### config.mk
export PLATFORM = sky130hd
export DESIGN_NAME = misu_queue
export DESIGN_NICKNAME = d
export VERILOG_FILES = /design/src/rtl/core/multigroup_isotropic_source_unit_assert.svh /design/src/rtl/core/misu_pkg.sv /design/src/rtl/core/misu_queue.sv
export SDC_FILE = /design/constraint.sdc
export NUM_CORES = 1
export LEC_CHECK = 0
export ABC_AREA = 0
export BUFFER_PORTS_ARGS = -buffer_cell sky130_fd_sc_hd__clkbuf_2
export CAP_MARGIN = 20
export CORE_MARGIN = 8
export CORE_UTILIZATION = 54
export CTS_BUF_LIST = sky130_fd_sc_hd__clkbuf_4 sky130_fd_sc_hd__clkbuf_8
export DETAILED_ROUTE_END_ITERATION = 7
export GPL_TIMING_DRIVEN = 0
export PLACE_DENSITY = 0.82
export SETUP_SLACK_MARGIN = 0.15
export SYNTH_ARGS = -nofsm -noshare
export SYNTH_HDL_FRONTEND = slang
export SYNTH_SLANG_ARGS = --single-unit
### constraint.sdc
create_clock -name clock -period 8.15 [get_ports clock]
set_input_delay 2.445 -clock clock [delete_from_list [all_inputs] [get_ports clock]]
set_output_delay 2.445 -clock clock [all_outputs]
set_load 0.05 [all_outputs]
### src/rtl/core/multigroup_isotropic_source_unit_assert.svh
// assertion macros shared by the isotropic source unit
`ifndef MULTIGROUP_ISOTROPIC_SOURCE_UNIT_ASSERT_SVH
`define MULTIGROUP_ISOTROPIC_SOURCE_UNIT_ASSERT_SVH

// same-cycle implication, disabled during reset
`define MISU_ASSERT_IMP(label, clk, rst, ante, cons, msg) \
   label: assert property (@(posedge clk) disable iff (rst) (ante) |-> (cons)) \
      else $error(msg);

// next-cycle implication, disabled during reset
`define MISU_ASSERT_NXT(label, clk, rst, ante, cons, msg) \
   label: assert property (@(posedge clk) disable iff (rst) (ante) |=> (cons)) \
      else $error(msg);

`endif

### src/rtl/core/misu_pkg.sv
// shared types, constants and helpers of the isotropic source unit
package misu_pkg;

   localparam int DATA_W = 32;
   localparam int ACC_W  = 64;

   // 1/(4 pi) as unsigned Q0.32, rounded to nearest
   localparam logic [DATA_W-1:0] INV_FOUR_PI_Q32 = 32'd341782638;

   typedef struct packed {
      logic [ACC_W-1:0]  scatter_sum;
      logic [ACC_W-1:0]  fission_sum;
      logic [DATA_W-1:0] fission_spectrum;
      logic [DATA_W-1:0] total_xs;
   } misu_job_type;

   typedef enum logic [2:0] {
      ST_IDLE,
      ST_CHI,
      ST_FIS,
      ST_SUM,
      ST_SCALE,
      ST_CHECK,
      ST_DIV,
      ST_DONE
   } misu_state_type;

   function automatic logic [ACC_W-1:0] sat_add(input logic [ACC_W-1:0] a,
                                                input logic [ACC_W-1:0] b);
      logic [ACC_W:0] s;
      s = {1'b0, a} + {1'b0, b};
      return s[ACC_W] ? {ACC_W{1'b1}} : s[ACC_W-1:0];
   endfunction

endpackage

### src/rtl/core/misu_queue.sv
// short job queue between the accumulator and the finishing unit
module misu_queue
   import misu_pkg::*;
#(
   parameter int DEPTH = 2
) (
   input  logic         clock,
   input  logic         reset,
   input  logic         push_valid,
   output logic         push_ready,
   input  misu_job_type push_job,
   output logic         pop_valid,
   input  logic         pop_ready,
   output misu_job_type pop_job
);

   localparam int PTR_W = (DEPTH > 1) ? $clog2(DEPTH) : 1;
   localparam int CNT_W = $clog2(DEPTH + 1);

   misu_job_type     mem_ff [DEPTH];
   logic [PTR_W-1:0] wr_ptr_ff;
   logic [PTR_W-1:0] rd_ptr_ff;
   logic [CNT_W-1:0] count_ff;
   logic             do_push;
   logic             do_pop;

   assign push_ready = (count_ff != CNT_W'(DEPTH));
   assign pop_valid  = (count_ff != '0);
   assign pop_job    = mem_ff[rd_ptr_ff];
   assign do_push    = push_valid && push_ready;
   assign do_pop     = pop_valid && pop_ready;

   always_ff @(posedge clock) begin
      if (reset) begin
         wr_ptr_ff <= '0;
         rd_ptr_ff <= '0;
         count_ff  <= '0;
      end else begin
         if (do_push) begin
            wr_ptr_ff <= (wr_ptr_ff == PTR_W'(DEPTH - 1)) ? '0 : wr_ptr_ff + 1'b1;
         end
         if (do_pop) begin
            rd_ptr_ff <= (rd_ptr_ff == PTR_W'(DEPTH - 1)) ? '0 : rd_ptr_ff + 1'b1;
         end
         if (do_push && !do_pop) begin
            count_ff <= count_ff + 1'b1;
         end else if (do_pop && !do_push) begin
            count_ff <= count_ff - 1'b1;
         end
      end
   end

   always_ff @(posedge clock) begin
      if (do_push) begin
         mem_ff[wr_ptr_ff] <= push_job;
      end
   end

endmodule

Yosys cells after proc, flatten, opt, wreduce, memory -nomap -nowiden
Memory sizes are Yosys's and may differ from the RTL's. A register that Yosys moved wholly into a read port is not among the register bits.
Index checks and enable logic that the tools add are counted.
W data, S select, Z words.

storage, ports and cells
  RAM bits = 384
  register bits after elaboration = 4
  output and inout port bits = 194
  memories kept = 1
  input port bits = 196

memories
  memory  depth  width  rd ports  clocked after memory_dff  write ports  line              source
  mem_ff  2      192    1         1                         1            misu_queue.sv:20  misu_job_type mem_ff [DEPTH];

operators by class
  add/sub/neg operators = 4
  equality and inequality tests = 1
  multiplexer cells = 8
  reductions and logical operators = 8

operators with widths
  kind                   number
  $mux W1                6
  $logic_and A1 B1 Y1    4
  $mux W2                2
  $reduce_bool A2 Y1     2
  $add A1 B1 Y1 const B  2
  $add A2 B1 Y2 const B  1
  $logic_not A1 Y1       2
  $ne A2 B2 Y1 const B   1
  $sub A2 B1 Y2 const B  1

Depth between registers and ports, before layout
Gate-level depths: netlist of the first run.

  depth in word-level cells = 6
  gate-level depth with buffers = 6

Least setup slack after synthesis of the first run
Ideal clock, no wire load.

  path kind = in2reg
  start = in push_valid
  end = mem mem_ff[1][0] in the netlist's numbering, enable pin
  arrival time = 6.884 ns
  library setup time = 0.577 ns
  slack = 0.689 ns
  path buffers = 0
  cell stages on the path = 1
  cells stage by stage = and3_1

on the way
  cells in the longest elaborated chain, start to end = 3

ends and longest elaborated chain
  what                           line              source
  start: declaration             misu_queue.sv:9   input logic push_valid,
  $logic_and A1 B1 Y1            misu_queue.sv:30  assign do_push = push_valid && push_ready;
  $mux W1                        misu_queue.sv:54  if (do_push) begin
  $mux W1 (not written as such)  misu_queue.sv:55  mem_ff[wr_ptr_ff] <= push_job;
  end: declaration               misu_queue.sv:20

No other way between the ends.

==> flow_summary.json, run 1 <==
{
  "outcome": "finished, final reports clean",
  "place_hpwl_mm": 22.1,
  "die_area_um2": 31600,
  "powerDensity_nw_per_um2": 356,
  "max_freq_mhz": 223,
  "via_per_inst": 5.15,
  "die_w_um": 178,
  "netlist_area_um2": 14100,
  "io_pins": 390,
  "routedWlPerCell_um": 21.4,
  "stdcell_count": 1448,
  "numPortBuffers": 389,
  "fin_tns_setup_ps": 0,
  "die_h_um": 178,
  "hold_viol_final": 0,
  "htree_levels": 2,
  "synth.avg_cell_area_um2": 22.8,
  "place_area_um2": 16600,
  "pre_cts_ws_ps": 3900,
  "clock_latency_ps": 580,
  "drive_gt1_share_pct": 62.6,
  "crit_type": "flip-flop to output pin",
  "hold_path_class": "flip-flop to flip-flop",
  "power_w": 0.00630,
  "grt_overflow": 0,
  "synth.top_cell.area_share_pct": 81.5,
  "start_util_pct": 54.6,
  "finalCritPeriodShare_pct": 55.1,
  "arrival_ps": 2040,
  "nNetsFinal": 1271,
  "synth.top_cells.by_area": "edfxtp_1 (82%), mux2_2 (15%), buf_6 (1.6%)",
  "period_needed_ps": 4490,
  "cts_resized": 0,
  "core_area_um2": 25900,
  "fin_worst_skew_ps": 18.6,
  "finalSetupViolations": 0,
  "cts_made_buffers": 58,
  "yosysTopAreaCell": "edfxtp_1",
  "dp.cells": 1349,
  "worstMarginPinSlew_ps": 879,
  "endpoint_kind": "output pin",
  "syn_inst": 621,
  "leakagePower_nw": 6.74,
  "max_slew_margin_pct": 41.4,
  "post-cts-setup-buffers": 0,
  "cts_tree": "done",
  "r2r-end": "mem_ff[0][15]",
  "r2r_slack_ps": 5750,
  "clk_pin_slew_ps": 60,
  "drt_iter0_drc": 355,
  "hold_path_depth": 2,
  "seq_area_um2": 11600,
  "clock-root-buffer": "clkbuf_8",
  "antenna_found_initial": 1,
  "dr.pass1.iters": 4,
  "cts_buffer_depth": 3,
  "r2r_start": "count_ff[0]",
  "crit_fanout": 10,
  "synth-seq-cells": 389,
  "area_growth_pct": 25.0,
  "grt_use_total_pct": 18.8,
  "critPathLaunchType": "flip-flop",
  "postLayoutCellArea_um2": 17700,
  "hold_buffers": 0,
  "vias": 7459,
  "drc": 0,
  "cap_violations": 0,
  "ant_nets": 0,
  "place.gp.congestion": 0.714,
  "yosysUniqueCellTypes": 18,
  "yosysSeqAreaShare_pct": 82.2,
  "rsz0062_at_grt": "no",
  "mappedNetlistNets": 818,
  "clock_sinks": 389,
  "multi_input_area_um2": 2290,
  "final_max_slew_viol_count": 0,
  "setup_slack_ps": 3660,
  "fillers": 1690,
  "routed_wl_mm": 31.0,
  "ir_drop_mv": 0.277,
  "ys_warn_count": 0,
  "grt_pass1_wl_mm": 45.3,
  "grt_max_degree": 127,
  "row_count": 59,
  "min-delay-start": "rd_ptr_ff",
  "grt_pass1_vias": 8278,
  "crit_required_ps": 5710,
  "ff2ff_path_depth": 4
}
layer usage:
layer	share of wire, %	track usage (%)	vias to the layer above
li1	-	-	3397
met1	34	19.3	3641
met2	51	32.7	348
met3	11	8.04	71
met4	3.9	9.27	2
met5	0.042	0	-
registers in the layout, summed over array words and instances (netlist names), named ones only:
name,flops
wr_ptr_ff,1
mem_ff,384
rd_ptr_ff,1
count_ff,2
metrics by stage:
| step | hold WS [ps] | utilization, % |
|---|---|---|
| after floorplan | 471 | - |
| after global placement | 488 | 63.7 |
| after detailed placement | 492 | 64.2 |
| after CTS | 510 | 68.2 |
| after global routing | 549 | 68.2 |
| final | 511 | 68.3 |
synth_stat cells:
| master | n |
|---|---|
| a21oi_1 | 2 |
| and2_1 | 1 |
| a21bo_2 | 1 |
| mux2_2 | 192 |
| nand2b_1 | 1 |
| ha_1 | 1 |
| nor2_1 | 3 |
| xor2_1 | 3 |
| o21ai_0 | 2 |
| dfxtp_1 | 5 |
| inv_1 | 1 |
| buf_6 | 20 |
| buf_2 | 1 |
| or3_1 | 1 |
| and3_1 | 1 |
| or2_2 | 1 |
| nand3b_1 | 1 |
| edfxtp_1 | 384 |
worst max path at each step:
| stage | cells past startpoint | endpoint | from |
|---|---|---|---|
| detailed placement | 4 | mem_ff[0][18] | push_valid |
| global placement | 2 | mem_ff[1][18] | push_valid |
| floorplan | 1 | mem_ff[1][0] | push_valid |
| finish | 4 | pop_job[81] | flip-flop |
| CTS | 4 | pop_job[81] | flip-flop |
| global route | 4 | pop_job[81] | flip-flop |
cells in the final DEF (no fill, tap or decap):
cell,instances
a21oi_1,2
inv_8,1
ha_1,1
and3_4,1
dfxtp_1,5
nor2_1,3
diode_2,1
mux2_2,192
a21bo_2,1
buf_2,1
nand2b_1,1
o21ai_0,2
inv_6,2
nand3b_1,1
edfxtp_1,384
and2_1,1
or3_1,1
buf_16,4
clkinv_2,6
clkinv_1,12
clkbuf_8,59
buf_6,20
clkbuf_2,389
xor2_1,3
clkbuf_4,19
or2_2,1
report_power, final:
group	internal (W)	switching [W]	total [W]
Clock	0.000754	0.000678	0.00143
Sequential	0.00250	0.0000570	0.00256
Combinational	0.000634	0.00168	0.00231
Total	0.00389	0.00241	0.00630
cell type report:
type | count | area share [%]
flip-flops and latches | 389 | 65.8
multi-input cells | 210 | 12.9
repair buffers | 393 | 11.6
clock buffers | 78 | 5.40
well taps | 335 | 2.37
plain buffers | 21 | 1.30
clock inverters | 20 | 0.524
inverters | 1 | 0.0637
diodes | 1 | 0.0142
kinds of logic after synthesis:
kind of cell / count (synthesis) / synth area share (%)
buffers and inverters: 22 / 1.65
XOR/XNOR: 3 / 0.186
multiplexers: 192 / 15.3
flip-flops: 389 / 82.2
AO/OA/AOI/OAI: 5 / 0.212
AND/OR/NAND/NOR: 9 / 0.354
adder cells (fa/ha/maj): 1 / 0.0884
critical path, cell delays in order (launching register included):
cell      delay, ps
dfxtp_1         390
buf_6           230
buf_6           200
mux2_2          400
clkbuf_2        250
Note: power is estimated with default switching activity, not from simulation.
==> run 2: changes to the inputs <==
--- a/config.mk
+++ b/config.mk
@@ -9,11 +9,11 @@
 export BUFFER_PORTS_ARGS = -buffer_cell sky130_fd_sc_hd__clkbuf_2
 export CAP_MARGIN = 20
 export CORE_MARGIN = 8
-export CORE_UTILIZATION = 54
+export CORE_UTILIZATION = 49
 export CTS_BUF_LIST = sky130_fd_sc_hd__clkbuf_4 sky130_fd_sc_hd__clkbuf_8
 export DETAILED_ROUTE_END_ITERATION = 7
 export GPL_TIMING_DRIVEN = 0
-export PLACE_DENSITY = 0.82
+export PLACE_DENSITY = 0.78
 export SETUP_SLACK_MARGIN = 0.15
 export SYNTH_ARGS = -nofsm -noshare
 export SYNTH_HDL_FRONTEND = slang
==> constraint.sdc (replaced) <==
create_clock -name clock -period 4 [get_ports clock]
set_input_delay 1.2 -clock clock [delete_from_list [all_inputs] [get_ports clock]]
set_output_delay 1.2 -clock clock [all_outputs]
set_load 0.05 [all_outputs]
==> run 2 against run 1 <==
Effect of this change:
- sequential share of layout area is 0.71 points lower
- die area is 9.3% higher
- clock skew is 3.5 ps lower
- critical path depth stayed put
- setup slack worse by 2800 ps
- first-iteration DRC count is 6.5% higher
- flip-flop and latch count stayed put
- global-route usage is 1.7 points lower
- register-to-register slack worse by 3900 ps
- total power is 110% higher
==> flow_summary.json, run 2 (synthesized netlist as in run 1, its figures left out) <==
{
  "fin_worst_skew_ps": 15.2,
  "top_regs": "mem_ff x384, count_ff x2",
  "io_pins": 390,
  "endpoint_kind": "output pin",
  "start_util_pct": 49.6,
  "clk_pin_slew_ps": 60,
  "via_per_inst": 4.92,
  "area_growth_pct": 26.4,
  "crit_fanout": 10,
  "grt_pass1_wl_mm": 45.0,
  "nNetsFinal": 1276,
  "dp.cells": 1402,
  "crit_required_ps": 2800,
  "finalSetupViolations": 0,
  "ant_nets": 0,
  "rsz0062_at_grt": "no",
  "die_w_um": 186,
  "post-cts-setup-buffers": 0,
  "row_count": 62,
  "largest_register_ffs": 384,
  "drive_gt1_share_pct": 62.1,
  "hold_buffers": 0,
  "period_needed_ps": 3170,
  "stdcell_count": 1510,
  "die_area_um2": 34600,
  "layout_common_cells": "clkbuf_2 (389), edfxtp_1 (384), mux2_2 (192), clkbuf_8 (61), clkinv_1 (22)",
  "powerDensity_nw_per_um2": 724,
  "arrival_ps": 1970,
  "largest_register": "mem_ff",
  "numPortBuffers": 389,
  "clock-root-buffer": "clkbuf_8",
  "critPathLaunchType": "flip-flop",
  "finalCritPeriodShare_pct": 79.3,
  "max_freq_mhz": 315,
  "drc": 0,
  "hold_path_class": "flip-flop to flip-flop",
  "cts_made_buffers": 59,
  "place_hpwl_mm": 22.1,
  "grt_use_total_pct": 17.1,
  "cts_tree": "done",
  "fillers": 2078,
  "clock_latency_ps": 570,
  "power_w": 0.0129,
  "drt_iter0_drc": 378,
  "cts_buffer_depth": 3,
  "final_common_cell": "clkbuf_2",
  "grt_overflow": 0,
  "worstMarginPinSlew_ps": 581,
  "routed_wl_mm": 30.6,
  "grt_pass1_vias": 8075,
  "antenna_found_initial": 1,
  "max_slew_margin_pct": 61.2,
  "grt_max_degree": 68,
  "ir_drop_mv": 0.512,
  "hold_viol_final": 0,
  "htree_levels": 2,
  "outcome": "finished, final reports clean",
  "place.gp.congestion": 0.745,
  "routedWlPerCell_um": 20.3,
  "cap_violations": 0,
  "r2r_slack_ps": 1830,
  "leakagePower_nw": 6.79,
  "dr.pass1.iters": 5,
  "cts_resized": 0,
  "vias": 7427,
  "clock_sinks": 389,
  "crit_type": "flip-flop to output pin",
  "die_h_um": 186,
  "final_max_slew_viol_count": 0,
  "core_area_um2": 28500
}
[run 2: changes by cell type in the layout (fill, tap and decap cells not counted), sizes merged]
cell	change
clkinv	+10
buf	+4
inv	-3
bufinv	+1
clkinvlp	+1
[run 2: final timing paths]
check | startpoint | to | cells past startpoint
max | flip-flop | pop_job[44] | 4
min | rd_ptr_ff | rd_ptr_ff | 2
max reg2reg | count_ff[0] | mem_ff[0][13] | 5
min reg2reg | rd_ptr_ff | rd_ptr_ff | 2
[run 2: layout make-up]
type | count | area [µm²] | share of cell area [%]
clock inverters | 29 | 143 | 0.798
diodes | 1 | 2.50 | 0.0140
well taps | 384 | 480 | 2.69
repair buffers | 397 | 2130 | 11.9
inverters | 1 | 7.51 | 0.0420
multi-input cells | 210 | 2290 | 12.8
clock buffers | 78 | 967 | 5.41
flip-flops and latches | 389 | 11600 | 65.1
plain buffers | 21 | 230 | 1.29
[run 2: worst max-delay path, cell delays in order (launching register included)]
cell and delay [ps]:
dfxtp_1 370, buf_6 230, buf_6 190, mux2_2 370, clkbuf_2 260
[run 2: metal layers]
metal	global-route usage, %	routed length [µm]
met5	0	0
met1	18.5	10800
met3	6.52	3240
met2	29.7	15500
met4	7.18	973
[run 2: per-stage QoR]
stage                     TNS, ps  utilization (%)  instance area (µm²)  hold slack [ps]  worst slack, ps
after floorplan           -116420                -                14200              471             -606
after global placement    -719700             58.1                16600              486            -2400
after detailed placement        0             58.7                16800              494             1080
after CTS                       0             62.6                17900              512              725
after global routing            0             62.6                17900              539              689
final                           0             62.6                17900              507              827
[run 2: power by group]
group          leakage (nW)  switching, W  internal [W]  total, W
clock network         0.589       0.00140       0.00163   0.00302
registers              3.63      0.000111       0.00509   0.00520
logic                  2.57       0.00341       0.00132   0.00473
==> run 3: changes to the inputs <==
--- a/config.mk
+++ b/config.mk
@@ -9,11 +9,11 @@
 export BUFFER_PORTS_ARGS = -buffer_cell sky130_fd_sc_hd__clkbuf_2
 export CAP_MARGIN = 20
 export CORE_MARGIN = 8
-export CORE_UTILIZATION = 49
+export CORE_UTILIZATION = 54
 export CTS_BUF_LIST = sky130_fd_sc_hd__clkbuf_4 sky130_fd_sc_hd__clkbuf_8
 export DETAILED_ROUTE_END_ITERATION = 7
 export GPL_TIMING_DRIVEN = 0
-export PLACE_DENSITY = 0.78
+export PLACE_DENSITY = 0.82
 export SETUP_SLACK_MARGIN = 0.15
 export SYNTH_ARGS = -nofsm -noshare
 export SYNTH_HDL_FRONTEND = slang
==> constraint.sdc (replaced) <==
create_clock -name clock -period 3.1 [get_ports clock]
set_input_delay 0.93 -clock clock [delete_from_list [all_inputs] [get_ports clock]]
set_output_delay 0.93 -clock clock [all_outputs]
set_load 0.05 [all_outputs]
==> run 3 against run 2 <==
Effect of this change:
- flip-flop and latch count is the same
- combinational power grew 31%
- non-clock buffer count shrank 1
- clock skew grew 3.0 ps
- sequential power grew 29%
- sequential share of layout area shrank 0.21 points
- clock power grew 43%
- total power grew 33%
- highest routed layer unchanged
==> flow_summary.json, run 3 (synthesized netlist as in run 1, its figures left out) <==
{
  "outcome": "finished, final reports clean",
  "crit_type": "flip-flop to output pin",
  "cts_buffer_depth": 3,
  "routedWlPerCell_um": 22.3,
  "ir_drop_mv": 0.742,
  "drt_iter0_drc": 450,
  "nNetsFinal": 1275,
  "drive_gt1_share_pct": 63.1,
  "slowest_delay_ps": 380,
  "met2_usage_pct": 35.2,
  "die_w_um": 178,
  "grt_use_total_pct": 19.9,
  "cap_violations": 0,
  "crit_required_ps": 2170,
  "antenna_found_initial": 1,
  "io_pins": 390,
  "hold_path_class": "flip-flop to flip-flop",
  "worstMarginPinSlew_ps": 933,
  "max_slew_margin_pct": 37.8,
  "clock_latency_ps": 570,
  "fin_worst_skew_ps": 18.1,
  "fin_tns_setup_ps": 0,
  "die_h_um": 178,
  "place_hpwl_mm": 23.1,
  "cts_tree": "done",
  "vias": 7539,
  "via_per_inst": 5.17,
  "grt_max_degree": 67,
  "critPathLaunchType": "flip-flop",
  "gr-usage-met1_pct": 21.5,
  "clock-root-buffer": "clkbuf_8",
  "grt_pass1_vias": 8404,
  "final_common_cell": "edfxtp_1",
  "gr-max-usage-layer": "met2",
  "fillers": 1693,
  "finalCritPeriodShare_pct": 92.0,
  "hold_viol_final": 0,
  "clk_pin_slew_ps": 60,
  "postLayoutCellArea_um2": 17900,
  "routed_wl_mm": 32.6,
  "use_met3_pct": 7.96,
  "core_area_um2": 25900,
  "grt_pass1_wl_mm": 47.7,
  "largest_register_ffs": 384,
  "grt_overflow": 0,
  "powerDensity_nw_per_um2": 960,
  "period_needed_ps": 2850,
  "crit_fanout": 10,
  "rsz0062_at_grt": "yes",
  "stdcell_count": 1458,
  "post-cts-setup-buffers": 0,
  "crit_path_top_delay_cell": "mux2_2",
  "cts_made_buffers": 59,
  "whs_ps": 506,
  "dp.cells": 1352,
  "arrival_ps": 1920,
  "largest_register": "mem_ff",
  "place_area_um2": 16700,
  "place.gp.congestion": 0.750,
  "final_max_slew_viol_count": 0,
  "area_growth_pct": 26.8,
  "start_util_pct": 54.6,
  "layout_common_cells": "edfxtp_1 (384), clkbuf_2 (319), mux2_2 (192), clkbuf_8 (60), buf_2 (57)",
  "finalSetupViolations": 0,
  "die_area_um2": 31600,
  "row_count": 59,
  "leakagePower_nw": 6.83,
  "numPortBuffers": 389,
  "drc": 0,
  "crit_chain": "buf_8, buf_6, mux2_2, clkbuf_4",
  "max_freq_mhz": 351,
  "top_regs": "mem_ff x384, count_ff x2",
  "htree_levels": 2,
  "clock_sinks": 389,
  "endpoint_kind": "output pin",
  "final_util_pct": 69.2,
  "dr.pass1.iters": 5,
  "ant_nets": 0
}
## run 3: worst max-delay path, delay by kind of cell, from the launching register on
kind	cells	cell delay, ps
buf+inv	3	600
mux	1	380
flops	1	370
## run 3: metrics by stage
stage	worst slack, ps	total power, W
2_1_floorplan	-1240	0.0115
3_3_place_gp	-2960	0.0129
3_5_place_dp	218	0.0130
4_1_cts	151	0.0174
5_1_grt	130	0.0178
6_report	247	0.0172
## run 3: per-layer routing
layer	share of wire, %	wire length, µm	vias to the layer above
li1	-	-	3411
met1	36	11600	3705
met2	51	16600	368
met3	11	3670	55
met4	2.3	737	0
met5	0	0	-
## run 3: worst paths after layout
check,slack (ps),endpoint,cells after the start,start
worst max-delay path,250,pop_job[75],4,flip-flop
worst min-delay path,510,flip-flop,2,rd_ptr_ff
worst max register to register,570,mem_ff[0][90],6,count_ff[0]
worst min register to register,510,flip-flop,2,rd_ptr_ff
## run 3: power breakdown
| group | leakage [nW] | internal [W] | total [W] | switching [W] |
|---|---|---|---|---|
| clock network | 0.643 | 0.00245 | 0.00431 | 0.00186 |
| registers | 3.63 | 0.00657 | 0.00672 | 0.000159 |
| logic | 2.56 | 0.00174 | 0.00619 | 0.00445 |
## run 3: cell type report
cell class | count | area, µm² | share of cell area, %
Clock buffer | 80 | 976 | 5.44
Antenna cell | 1 | 2.50 | 0.0140
Clock inverter | 25 | 243 | 1.35
Multi-Input combinational cell | 210 | 2290 | 12.7
Timing Repair Buffer | 396 | 2140 | 11.9
Inverter | 1 | 7.51 | 0.0419
Buffer | 21 | 234 | 1.30
Sequential cell | 389 | 11600 | 64.9
Tap cell | 335 | 419 | 2.34
## run 3: what timing repair did
item	CTS	global route
setup endpoints to repair	175	63
hold buffers	0	0
gates resized for setup	16	56
